--- src/ang_pkg.sv ---
// types, constants and control program for the audio noise gate
`timescale 1ns / 1ps

package ang_pkg;

    localparam int COEF_W     = 24;
    localparam int COEF_FRAC  = 24;
    localparam int GAIN_W     = 17;
    localparam int GAIN_FRAC  = 16;
    localparam int CFG_IDX_W  = 3;
    localparam int CFG_DATA_W = 32;

    localparam logic [GAIN_W-1:0] UNITY_GAIN = 17'h10000;

    localparam logic [CFG_IDX_W-1:0] REG_THRESHOLD = 3'd0;
    localparam logic [CFG_IDX_W-1:0] REG_ATTACK    = 3'd1;
    localparam logic [CFG_IDX_W-1:0] REG_RELEASE   = 3'd2;
    localparam logic [CFG_IDX_W-1:0] REG_HOLD      = 3'd3;
    localparam logic [CFG_IDX_W-1:0] REG_FLOOR     = 3'd4;

    localparam int RST_THRESHOLD = 14917;
    localparam int RST_HOLD      = 1920;

    localparam logic [COEF_W-1:0] RST_ATTACK  = 24'd16707458;
    localparam logic [COEF_W-1:0] RST_RELEASE = 24'd16774304;
    localparam logic [GAIN_W-1:0] RST_FLOOR   = 17'd66;

    typedef enum logic [2:0] {
        S_IDLE     = 3'd0,
        S_MUL_ENV  = 3'd1,
        S_LD_ENV   = 3'd2,
        S_MUL_GAIN = 3'd3,
        S_LD_GAIN  = 3'd4,
        S_MUL_OUT  = 3'd5,
        S_LD_OUT   = 3'd6
    } step_t;

    typedef enum logic [1:0] {
        MUL_NONE = 2'd0,
        MUL_ENV  = 2'd1,
        MUL_GAIN = 2'd2,
        MUL_OUT  = 2'd3
    } mul_sel_t;

    typedef enum logic [1:0] {
        C_NONE = 2'd0,
        C_IN   = 2'd1,
        C_OUT  = 2'd2
    } cond_t;

    typedef struct packed {
        step_t    next_step;
        cond_t    wait_on;
        logic     take_in;
        mul_sel_t mul_sel;
        logic     ld_env;
        logic     ld_gain;
        logic     ld_out;
    } ucode_t;

    typedef struct packed {
        mul_sel_t mul_sel;
        logic     ld_in;
        logic     ld_env;
        logic     ld_gain;
        logic     ld_out;
    } ctrl_t;

    function automatic ucode_t ucode_rom(input step_t addr);
        ucode_t w;
        w = '{next_step: S_IDLE, wait_on: C_NONE, take_in: 1'b0, mul_sel: MUL_NONE,
              ld_env: 1'b0, ld_gain: 1'b0, ld_out: 1'b0};
        unique case (addr)
            S_IDLE:
            begin
                w.next_step = S_MUL_ENV;
                w.wait_on   = C_IN;
                w.take_in   = 1'b1;
            end
            S_MUL_ENV:
            begin
                w.next_step = S_LD_ENV;
                w.mul_sel   = MUL_ENV;
            end
            S_LD_ENV:
            begin
                w.next_step = S_MUL_GAIN;
                w.ld_env    = 1'b1;
            end
            S_MUL_GAIN:
            begin
                w.next_step = S_LD_GAIN;
                w.mul_sel   = MUL_GAIN;
            end
            S_LD_GAIN:
            begin
                w.next_step = S_MUL_OUT;
                w.ld_gain   = 1'b1;
            end
            S_MUL_OUT:
            begin
                w.next_step = S_LD_OUT;
                w.mul_sel   = MUL_OUT;
            end
            S_LD_OUT:
            begin
                w.next_step = S_IDLE;
                w.wait_on   = C_OUT;
                w.ld_out    = 1'b1;
            end
            default:
            begin
                w.next_step = S_IDLE;
            end
        endcase
        return w;
    endfunction

endpackage

--- src/audio_noise_gate_unit.sv ---
// audio noise gate top level: microcode sequencer and datapath
`timescale 1ns / 1ps

// noise gate with hold and range for signed audio samples.
// input channel: in_valid / in_stall with sample_in; one beat is one sample.
// output channel: out_valid / out_stall with sample_out; one beat per input beat,
// in the same order.
// settings: cfg_valid / cfg_ready with cfg_index and cfg_data; cfg_ready is always
// high. index 0 threshold, 1 attack, 2 release, 3 hold length, 4 floor gain;
// other indexes are ignored. write settings only while no sample is in flight.
// a seven-step control program runs once per sample over one shared multiplier:
// envelope product, envelope and hold update, gain product, gain update,
// output product, output load. a new sample is taken only when the program is back
// at its idle step, after the output load; the multiplier is used by three
// dependent products per sample.
// the output register frees the datapath, so the block waits only when a new
// result is ready while the previous beat is still stalled.
// reset puts the program at its idle step, clears the envelope and hold count,
// sets the gain to unity and loads the default settings.
module audio_noise_gate_unit #(
    parameter int SAMPLE_WIDTH = 24,
    parameter int HOLD_WIDTH   = 20
) (
    input  logic                              clk,
    input  logic                              rst_n,
    input  logic                              in_valid,
    output logic                              in_stall,
    input  logic signed [SAMPLE_WIDTH-1:0]    sample_in,
    output logic                              out_valid,
    input  logic                              out_stall,
    output logic signed [SAMPLE_WIDTH-1:0]    sample_out,
    input  logic                              cfg_valid,
    output logic                              cfg_ready,
    input  logic [ang_pkg::CFG_IDX_W-1:0]     cfg_index,
    input  logic [ang_pkg::CFG_DATA_W-1:0]    cfg_data
);
    import ang_pkg::*;

    step_t  step_reg;
    step_t  step_next;
    ucode_t uword;
    ctrl_t  ctrl;
    logic   advance;
    logic   out_free;

    assign uword = ucode_rom(step_reg);

    // next step
    always_comb
    begin
        unique case (uword.wait_on)
            C_IN:    advance = in_valid;
            C_OUT:   advance = out_free;
            default: advance = 1'b1;
        endcase
        step_next = advance ? uword.next_step : step_reg;
    end

    always_ff @(posedge clk or negedge rst_n)
    begin
        if (!rst_n)
            step_reg <= S_IDLE;
        else
            step_reg <= step_next;
    end

    // datapath strobes
    always_comb
    begin
        ctrl.mul_sel = uword.mul_sel;
        ctrl.ld_in   = uword.take_in && in_valid;
        ctrl.ld_env  = uword.ld_env;
        ctrl.ld_gain = uword.ld_gain;
        ctrl.ld_out  = uword.ld_out && out_free;
        in_stall     = !uword.take_in;
    end

    assign cfg_ready = 1'b1;

    ang_datapath #(
        .SAMPLE_WIDTH (SAMPLE_WIDTH),
        .HOLD_WIDTH   (HOLD_WIDTH)
    ) u_datapath (
        .clk        (clk),
        .rst_n      (rst_n),
        .ctrl       (ctrl),
        .cfg_we     (cfg_valid && cfg_ready),
        .cfg_index  (cfg_index),
        .cfg_data   (cfg_data),
        .sample_in  (sample_in),
        .out_stall  (out_stall),
        .out_free   (out_free),
        .out_valid  (out_valid),
        .sample_out (sample_out)
    );

`ifndef ASSERT_OFF
    a_accept_starts_program: assert property (@(posedge clk) disable iff (!rst_n)
        (in_valid && !in_stall) |=> (step_reg == S_MUL_ENV && in_stall))
        else $error("input beat did not start the program");

    a_out_from_last_step: assert property (@(posedge clk) disable iff (!rst_n)
        $rose(out_valid) |-> $past(step_reg == S_LD_OUT))
        else $error("output beat raised outside the output step");

    a_busy_stalls_input: assert property (@(posedge clk) disable iff (!rst_n)
        (step_reg != S_IDLE) |-> in_stall)
        else $error("input taken while a sample is in flight");
`endif

endmodule

--- src/ang_datapath.sv ---
// noise gate datapath: settings, envelope, hold, gain, shared multiplier, output register
`timescale 1ns / 1ps

module ang_datapath #(
    parameter int SAMPLE_WIDTH = 24,
    parameter int HOLD_WIDTH   = 20
) (
    input  logic                                 clk,
    input  logic                                 rst_n,
    input  ang_pkg::ctrl_t                       ctrl,
    input  logic                                 cfg_we,
    input  logic [ang_pkg::CFG_IDX_W-1:0]        cfg_index,
    input  logic [ang_pkg::CFG_DATA_W-1:0]       cfg_data,
    input  logic signed [SAMPLE_WIDTH-1:0]       sample_in,
    input  logic                                 out_stall,
    output logic                                 out_free,
    output logic                                 out_valid,
    output logic signed [SAMPLE_WIDTH-1:0]       sample_out
);
    import ang_pkg::*;

    localparam int SW     = SAMPLE_WIDTH;
    localparam int MAG_W  = SW - 1;
    localparam int MA_W   = (SW > GAIN_W + 1) ? SW : GAIN_W + 1;
    localparam int MB_W   = COEF_W + 1;
    localparam int PROD_W = MA_W + MB_W;
    localparam int R_W    = PROD_W - GAIN_FRAC;

    localparam logic [PROD_W-1:0] HALF_COEF = PROD_W'(1) << (COEF_FRAC - 1);
    localparam logic [PROD_W-1:0] HALF_GAIN = PROD_W'(1) << (GAIN_FRAC - 1);
    localparam logic signed [R_W-1:0] OUT_MAX = {{(R_W-MAG_W){1'b0}}, {MAG_W{1'b1}}};
    localparam logic signed [R_W-1:0] OUT_MIN = {{(R_W-MAG_W){1'b1}}, {MAG_W{1'b0}}};

    logic [MAG_W-1:0]       thr_reg;
    logic [COEF_W-1:0]      attack_reg;
    logic [COEF_W-1:0]      release_reg;
    logic [HOLD_WIDTH-1:0]  hold_len_reg;
    logic [GAIN_W-1:0]      floor_reg;

    logic signed [SW-1:0]   sample_reg;
    logic [MAG_W-1:0]       mag_reg;
    logic [MAG_W-1:0]       envelope_reg;
    logic [MAG_W-1:0]       envelope_next;
    logic [HOLD_WIDTH-1:0]  hold_reg;
    logic [HOLD_WIDTH-1:0]  hold_next;
    logic [GAIN_W-1:0]      target_reg;
    logic [GAIN_W-1:0]      target_next;
    logic [GAIN_W-1:0]      gain_reg;
    logic [GAIN_W-1:0]      gain_next;
    logic signed [PROD_W-1:0] prod_reg;
    logic                   out_valid_reg;
    logic signed [SW-1:0]   out_data_reg;
    logic signed [SW-1:0]   out_data_next;

    logic [SW-1:0]          neg_sample;
    logic [MAG_W-1:0]       mag_in;
    logic signed [SW-1:0]   env_diff;
    logic signed [GAIN_W:0] gain_diff;
    logic [COEF_W-1:0]      coef_env;
    logic [COEF_W-1:0]      coef_gain;
    logic [GAIN_W-1:0]      floor_lim;
    logic signed [MA_W-1:0] mul_a;
    logic signed [MB_W-1:0] mul_b;
    logic [PROD_W-1:0]      coef_sum;
    logic [PROD_W-1:0]      out_sum;
    logic [SW-1:0]          env_full;
    logic [GAIN_W:0]        gain_full;
    logic signed [R_W-1:0]  out_rnd;

    // settings
    always_ff @(posedge clk or negedge rst_n)
    begin
        if (!rst_n)
        begin
            thr_reg      <= MAG_W'(RST_THRESHOLD);
            attack_reg   <= RST_ATTACK;
            release_reg  <= RST_RELEASE;
            hold_len_reg <= HOLD_WIDTH'(RST_HOLD);
            floor_reg    <= RST_FLOOR;
        end
        else if (cfg_we)
        begin
            case (cfg_index)
                REG_THRESHOLD: thr_reg      <= cfg_data[MAG_W-1:0];
                REG_ATTACK:    attack_reg   <= cfg_data[COEF_W-1:0];
                REG_RELEASE:   release_reg  <= cfg_data[COEF_W-1:0];
                REG_HOLD:      hold_len_reg <= cfg_data[HOLD_WIDTH-1:0];
                REG_FLOOR:     floor_reg    <= cfg_data[GAIN_W-1:0];
                default:       ;
            endcase
        end
    end

    // sample magnitude, most negative value saturates
    always_comb
    begin
        neg_sample = -sample_in;
        if (!sample_in[SW-1])
            mag_in = sample_in[MAG_W-1:0];
        else if (neg_sample[SW-1])
            mag_in = '1;
        else
            mag_in = neg_sample[MAG_W-1:0];
    end

    always_ff @(posedge clk)
    begin
        if (ctrl.ld_in)
        begin
            sample_reg <= sample_in;
            mag_reg    <= mag_in;
        end
    end

    // shared multiplier operands
    always_comb
    begin
        env_diff  = {1'b0, envelope_reg} - {1'b0, mag_reg};
        gain_diff = {1'b0, gain_reg} - {1'b0, target_reg};
        coef_env  = (mag_reg > envelope_reg) ? attack_reg : release_reg;
        coef_gain = (target_reg > gain_reg) ? attack_reg : release_reg;
        case (ctrl.mul_sel)
            MUL_ENV:
            begin
                mul_a = MA_W'(env_diff);
                mul_b = MB_W'(coef_env);
            end
            MUL_GAIN:
            begin
                mul_a = MA_W'(gain_diff);
                mul_b = MB_W'(coef_gain);
            end
            MUL_OUT:
            begin
                mul_a = MA_W'(sample_reg);
                mul_b = MB_W'(gain_reg);
            end
            default:
            begin
                mul_a = '0;
                mul_b = '0;
            end
        endcase
    end

    always_ff @(posedge clk)
    begin
        if (ctrl.mul_sel != MUL_NONE)
            prod_reg <= mul_a * mul_b;
    end

    // envelope, hold, gain target and gain update
    always_comb
    begin
        coef_sum      = prod_reg + HALF_COEF;
        env_full      = SW'(mag_reg) + coef_sum[COEF_FRAC +: SW];
        envelope_next = env_full[MAG_W-1:0];
        floor_lim     = (floor_reg > UNITY_GAIN) ? UNITY_GAIN : floor_reg;
        if (envelope_next >= thr_reg)
        begin
            hold_next   = hold_len_reg;
            target_next = UNITY_GAIN;
        end
        else if (hold_reg != '0)
        begin
            hold_next   = hold_reg - HOLD_WIDTH'(1);
            target_next = UNITY_GAIN;
        end
        else
        begin
            hold_next   = hold_reg;
            target_next = floor_lim;
        end
        gain_full = {1'b0, target_reg} + coef_sum[COEF_FRAC +: GAIN_W+1];
        gain_next = gain_full[GAIN_W-1:0];
    end

    always_ff @(posedge clk or negedge rst_n)
    begin
        if (!rst_n)
        begin
            envelope_reg <= '0;
            hold_reg     <= '0;
            gain_reg     <= UNITY_GAIN;
        end
        else
        begin
            if (ctrl.ld_env)
            begin
                envelope_reg <= envelope_next;
                hold_reg     <= hold_next;
            end
            if (ctrl.ld_gain)
                gain_reg <= gain_next;
        end
    end

    always_ff @(posedge clk)
    begin
        if (ctrl.ld_env)
            target_reg <= target_next;
    end

    // rounding and saturation of the output beat
    always_comb
    begin
        out_sum = prod_reg + HALF_GAIN;
        out_rnd = $signed(out_sum[PROD_W-1:GAIN_FRAC]);
        if (out_rnd > OUT_MAX)
            out_data_next = OUT_MAX[SW-1:0];
        else if (out_rnd < OUT_MIN)
            out_data_next = OUT_MIN[SW-1:0];
        else
            out_data_next = out_rnd[SW-1:0];
    end

    assign out_free = !out_valid_reg || !out_stall;

    always_ff @(posedge clk or negedge rst_n)
    begin
        if (!rst_n)
            out_valid_reg <= 1'b0;
        else if (ctrl.ld_out)
            out_valid_reg <= 1'b1;
        else if (!out_stall)
            out_valid_reg <= 1'b0;
    end

    always_ff @(posedge clk)
    begin
        if (ctrl.ld_out)
            out_data_reg <= out_data_next;
    end

    assign out_valid  = out_valid_reg;
    assign sample_out = out_data_reg;

endmodule

--- config.mk ---
export PLATFORM = sky130hd
export DESIGN_NAME = audio_noise_gate_unit
export DESIGN_NICKNAME = d
export VERILOG_FILES = /design/src/ang_pkg.sv /design/src/audio_noise_gate_unit.sv /design/src/ang_datapath.sv
export SDC_FILE = /design/constraint.sdc
export NUM_CORES = 2
export LEC_CHECK = 0
export ABC_AREA = 1
export BUFFER_PORTS_ARGS = -buffer_cell sky130_fd_sc_hd__buf_4
export CELL_PAD_IN_SITES_DETAIL_PLACEMENT = 0
export CELL_PAD_IN_SITES_GLOBAL_PLACEMENT = 1
export CORE_ASPECT_RATIO = 1.2
export CORE_UTILIZATION = 40
export CTS_CLUSTER_DIAMETER = 60
export DETAILED_ROUTE_END_ITERATION = 10
export GPL_TIMING_DRIVEN = 0
export PLACE_DENSITY = 0.71
export SKIP_CTS_REPAIR_TIMING = 1
export SYNTH_ARGS = -nofsm -noshare
export SYNTH_HDL_FRONTEND = slang
export SYNTH_SLANG_ARGS = --single-unit
--- constraint.sdc ---
create_clock -name clk -period 20.4 [get_ports clk]
set_input_delay 3.06 -clock clk [delete_from_list [all_inputs] [get_ports clk]]
set_output_delay 3.06 -clock clk [all_outputs]
set_load 0.05 [all_outputs]
==> impl_metrics.toml <==
[grt]
grt_overflow = 0
antenna_found_initial = 1
grt_pass1_wl_um = 199000
grtUsageTotal_pct = 27.7
grt_max_degree = 114
grt_pass1_vias = 32700

[sta]
final_hold_viol_count = 0
skew_ns = 0.0210
worstMarginPinSlew_ns = 1.49
fmax_mhz = 94.9
drv_slew = 0
slew_headroom_pct = 0.344
final.period_utilization_pct = 51.7
rsz0062_at_grt = "false"
setup_tns_ns = 0
fin_crit_ns = 10.54
setup_violations = 0

[routing]
detail-route-antenna-nets = 0
wirelength_um = 131000
vias = 31500
wire_per_inst_um = 21.1
first_pass_iters = 5
drc = 0
vias_per_cell = 5.09
drt_iter0_drc = 2037

[critical_path]
worstSetupPathType = "flop to flop"
cp_common_cell = "inv_1"
crit_arrival_ns = 10.89
slowest_delay_ns = 0.95
cp_max_fo = 10
r2r_slack_ns = 9.86
worstSetupStartpointType = "flop"
r2r_end = "u_datapath.prod_reg[33]"
crit_path_top_delay_cell = "nor3_1"
r2r-start = "u_datapath.mag_reg[1]"
worstPathRequired_ns = 20.76
r2r_cells = 38
cp-end-kind = "flop"

[die]
io_pins = 91
coreArea_um2 = 93700
fp.dieH_um = 339
fp-row-count = 123
die_area_um2 = 95900
start_util_pct = 40.4
die_w_um = 283

[synthesis]
ys.flop_type = "dfrtp_1"
async_flop_share_pct = 58.5
syn_area_per_cell_um2 = 7.90
synth_top_cell_area_share_pct = 25.6
yosysWarnings = 0
ys_ff_latch = 294
synth_nets = 5642
ys_seq_area_share_pct = 21.2
yosysTopAreaCell = "fa_1"
synth-edff-count = 122
postSynthCellCount = 4792
synthTopCellsByArea = "fa_1 26%, nand2_1 11%, inv_1 11%"
syn_area_um2 = 37900
ys_types = 63

[job]
max_cap_violations = 0

[hold_path]
hold_depth = 2
holdPathEnd = "u_datapath.floor_reg[3]"
hp-class = "flop to flop"
hold_start = "u_datapath.floor_reg[3]"

[layout]
drive_gt1_share_pct = 5.76
syn_to_final_growth_pct = 8.89
largest_reg_flops = 34
nNetsFinal = 5758

[run_status]
outcome = "completed"

[placement]
port_buffers = 81
place_congestion = 0.966
hpwl_um = 111000

[clock_network]
clk_path_buf_depth = 3
cts_buffers = 30
clock-root-buffer = "clkbuf_16"
htreeDepth = 1
cts.sink_count = 294
cts_tree = "done"
clk_latency_ns = 0.60
clkTransAtPathRegs_ns = 0.08
## cells by family after synthesis
| logic type | share of synthesized area [%] |
|---|---|
| other cells | 0.00990 |
| xor+xnor | 3.31 |
| simple gates | 17.7 |
| compound gates | 9.13 |
| buf+inv | 13.1 |
| flops | 21.2 |
| fa+ha+maj | 35.6 |
## through the flow
step	utilization, %	instances	setup slack [ns]	hold WS [ns]	area, um^2
6_report	44.0	6183	9.86	0.489	41200
5_1_grt	44.0	6182	9.36	0.512	41200
4_1_cts	44.0	6182	9.91	0.489	41200
3_5_place_dp	42.8	6126	9.99	0.473	40100
3_3_place_gp	42.7	6123	10.02	0.467	40000
2_1_floorplan	-	4792	12.45	0.446	37900
## how the worst max path moves through the flow
stage | endpoint | cells after the start | start | slack, ns
2_1_floorplan | u_datapath.prod_reg[46] | 37 | u_datapath.mag_reg[0] | 12.45
3_3_place_gp | u_datapath.prod_reg[33] | 38 | u_datapath.mag_reg[1] | 10.02
3_5_place_dp | u_datapath.prod_reg[33] | 38 | u_datapath.mag_reg[1] | 9.99
4_1_cts | u_datapath.prod_reg[33] | 38 | u_datapath.mag_reg[1] | 9.91
5_1_grt | u_datapath.prod_reg[33] | 38 | u_datapath.mag_reg[1] | 9.36
6_report | u_datapath.prod_reg[33] | 38 | u_datapath.mag_reg[1] | 9.86
## Yosys cell counts, types with 11 or more instances
library cell     n
nand2_1       1156
inv_1         1138
fa_1           485
ha_1           301
o21ai_0        262
a21oi_1        228
nor2_1         203
clkbuf_1       134
dfrtp_1        127
edfxtp_1       122
xor2_1         111
nand3_1        106
dfstp_2         45
nor3_1          41
o21ai_1         40
nand4_1         34
xnor2_1         32
o211ai_1        20
buf_2           17
or2_2           17
a31oi_1         16
nor4_1          15
o21a_1          15
inv_2           11
nor2_2          11
## metal layers
layer | global-route usage, % | wire length [um] | vias to the layer above
met3 | 2.78 | 5870 | 259
met5 | 0 | 13 | -
met4 | 13.8 | 7680 | 2
li1 | - | - | 14800
met2 | 49.1 | 64900 | 863
met1 | 33.2 | 52200 | 15500
## layout make-up
cell class / instances / area (um^2)
inverters: 1152 / 4320
clock buffers: 37 / 851
plain buffers: 157 / 629
well taps: 1250 / 1560
repair buffers: 84 / 683
clock inverters: 19 / 260
multi-input cells: 3189 / 24900
diodes: 1 / 2.50
flip-flops and latches: 294 / 8020
fillers: 9732 / 52500
## layout by cell type, fill, tap and decap left out, types with 4 or more instances in the layout
cell and count:
nand3_1 106, nor3_1 41, a21oi_1 228, o31ai_1 6
nor2_2 11, clkbuf_16 32, a21boi_0 4, dfrtp_1 127
o21bai_1 10, buf_4 83, buf_2 17, o211ai_1 20
inv_1 1137, ha_1 301, fa_1 485, clkbuf_1 135
o21a_1 15, dfstp_2 45, nor2_4 4, xor2_1 111
a31oi_1 16, xnor2_1 32, o221ai_1 4, bufinv_16 4
nand2_2 6, o21ai_0 262, nand4_1 34, a21o_1 6
or2_2 17, clkinvlp_4 5, a211oi_1 4, edfxtp_1 122
o21ai_1 40, nand3_2 8, nor3_2 4, nor2_1 202
inv_2 12, nor4_1 15, nand2_1 1156
## worst max-delay path, delay by kind of cell, from the launching register on
| family | cells | cell delay (ns) |
|---|---|---|
| fa+ha+maj | 9 | 4.57 |
| simple gates | 12 | 2.18 |
| buf+inv | 10 | 1.39 |
| compound gates | 6 | 1.31 |
| flops | 1 | 0.47 |
| xor+xnor | 1 | 0.37 |
Power is left out: the tool's default activity adds up to more than one toggle a clock period on the data nets, which glitch-free logic cannot reach.
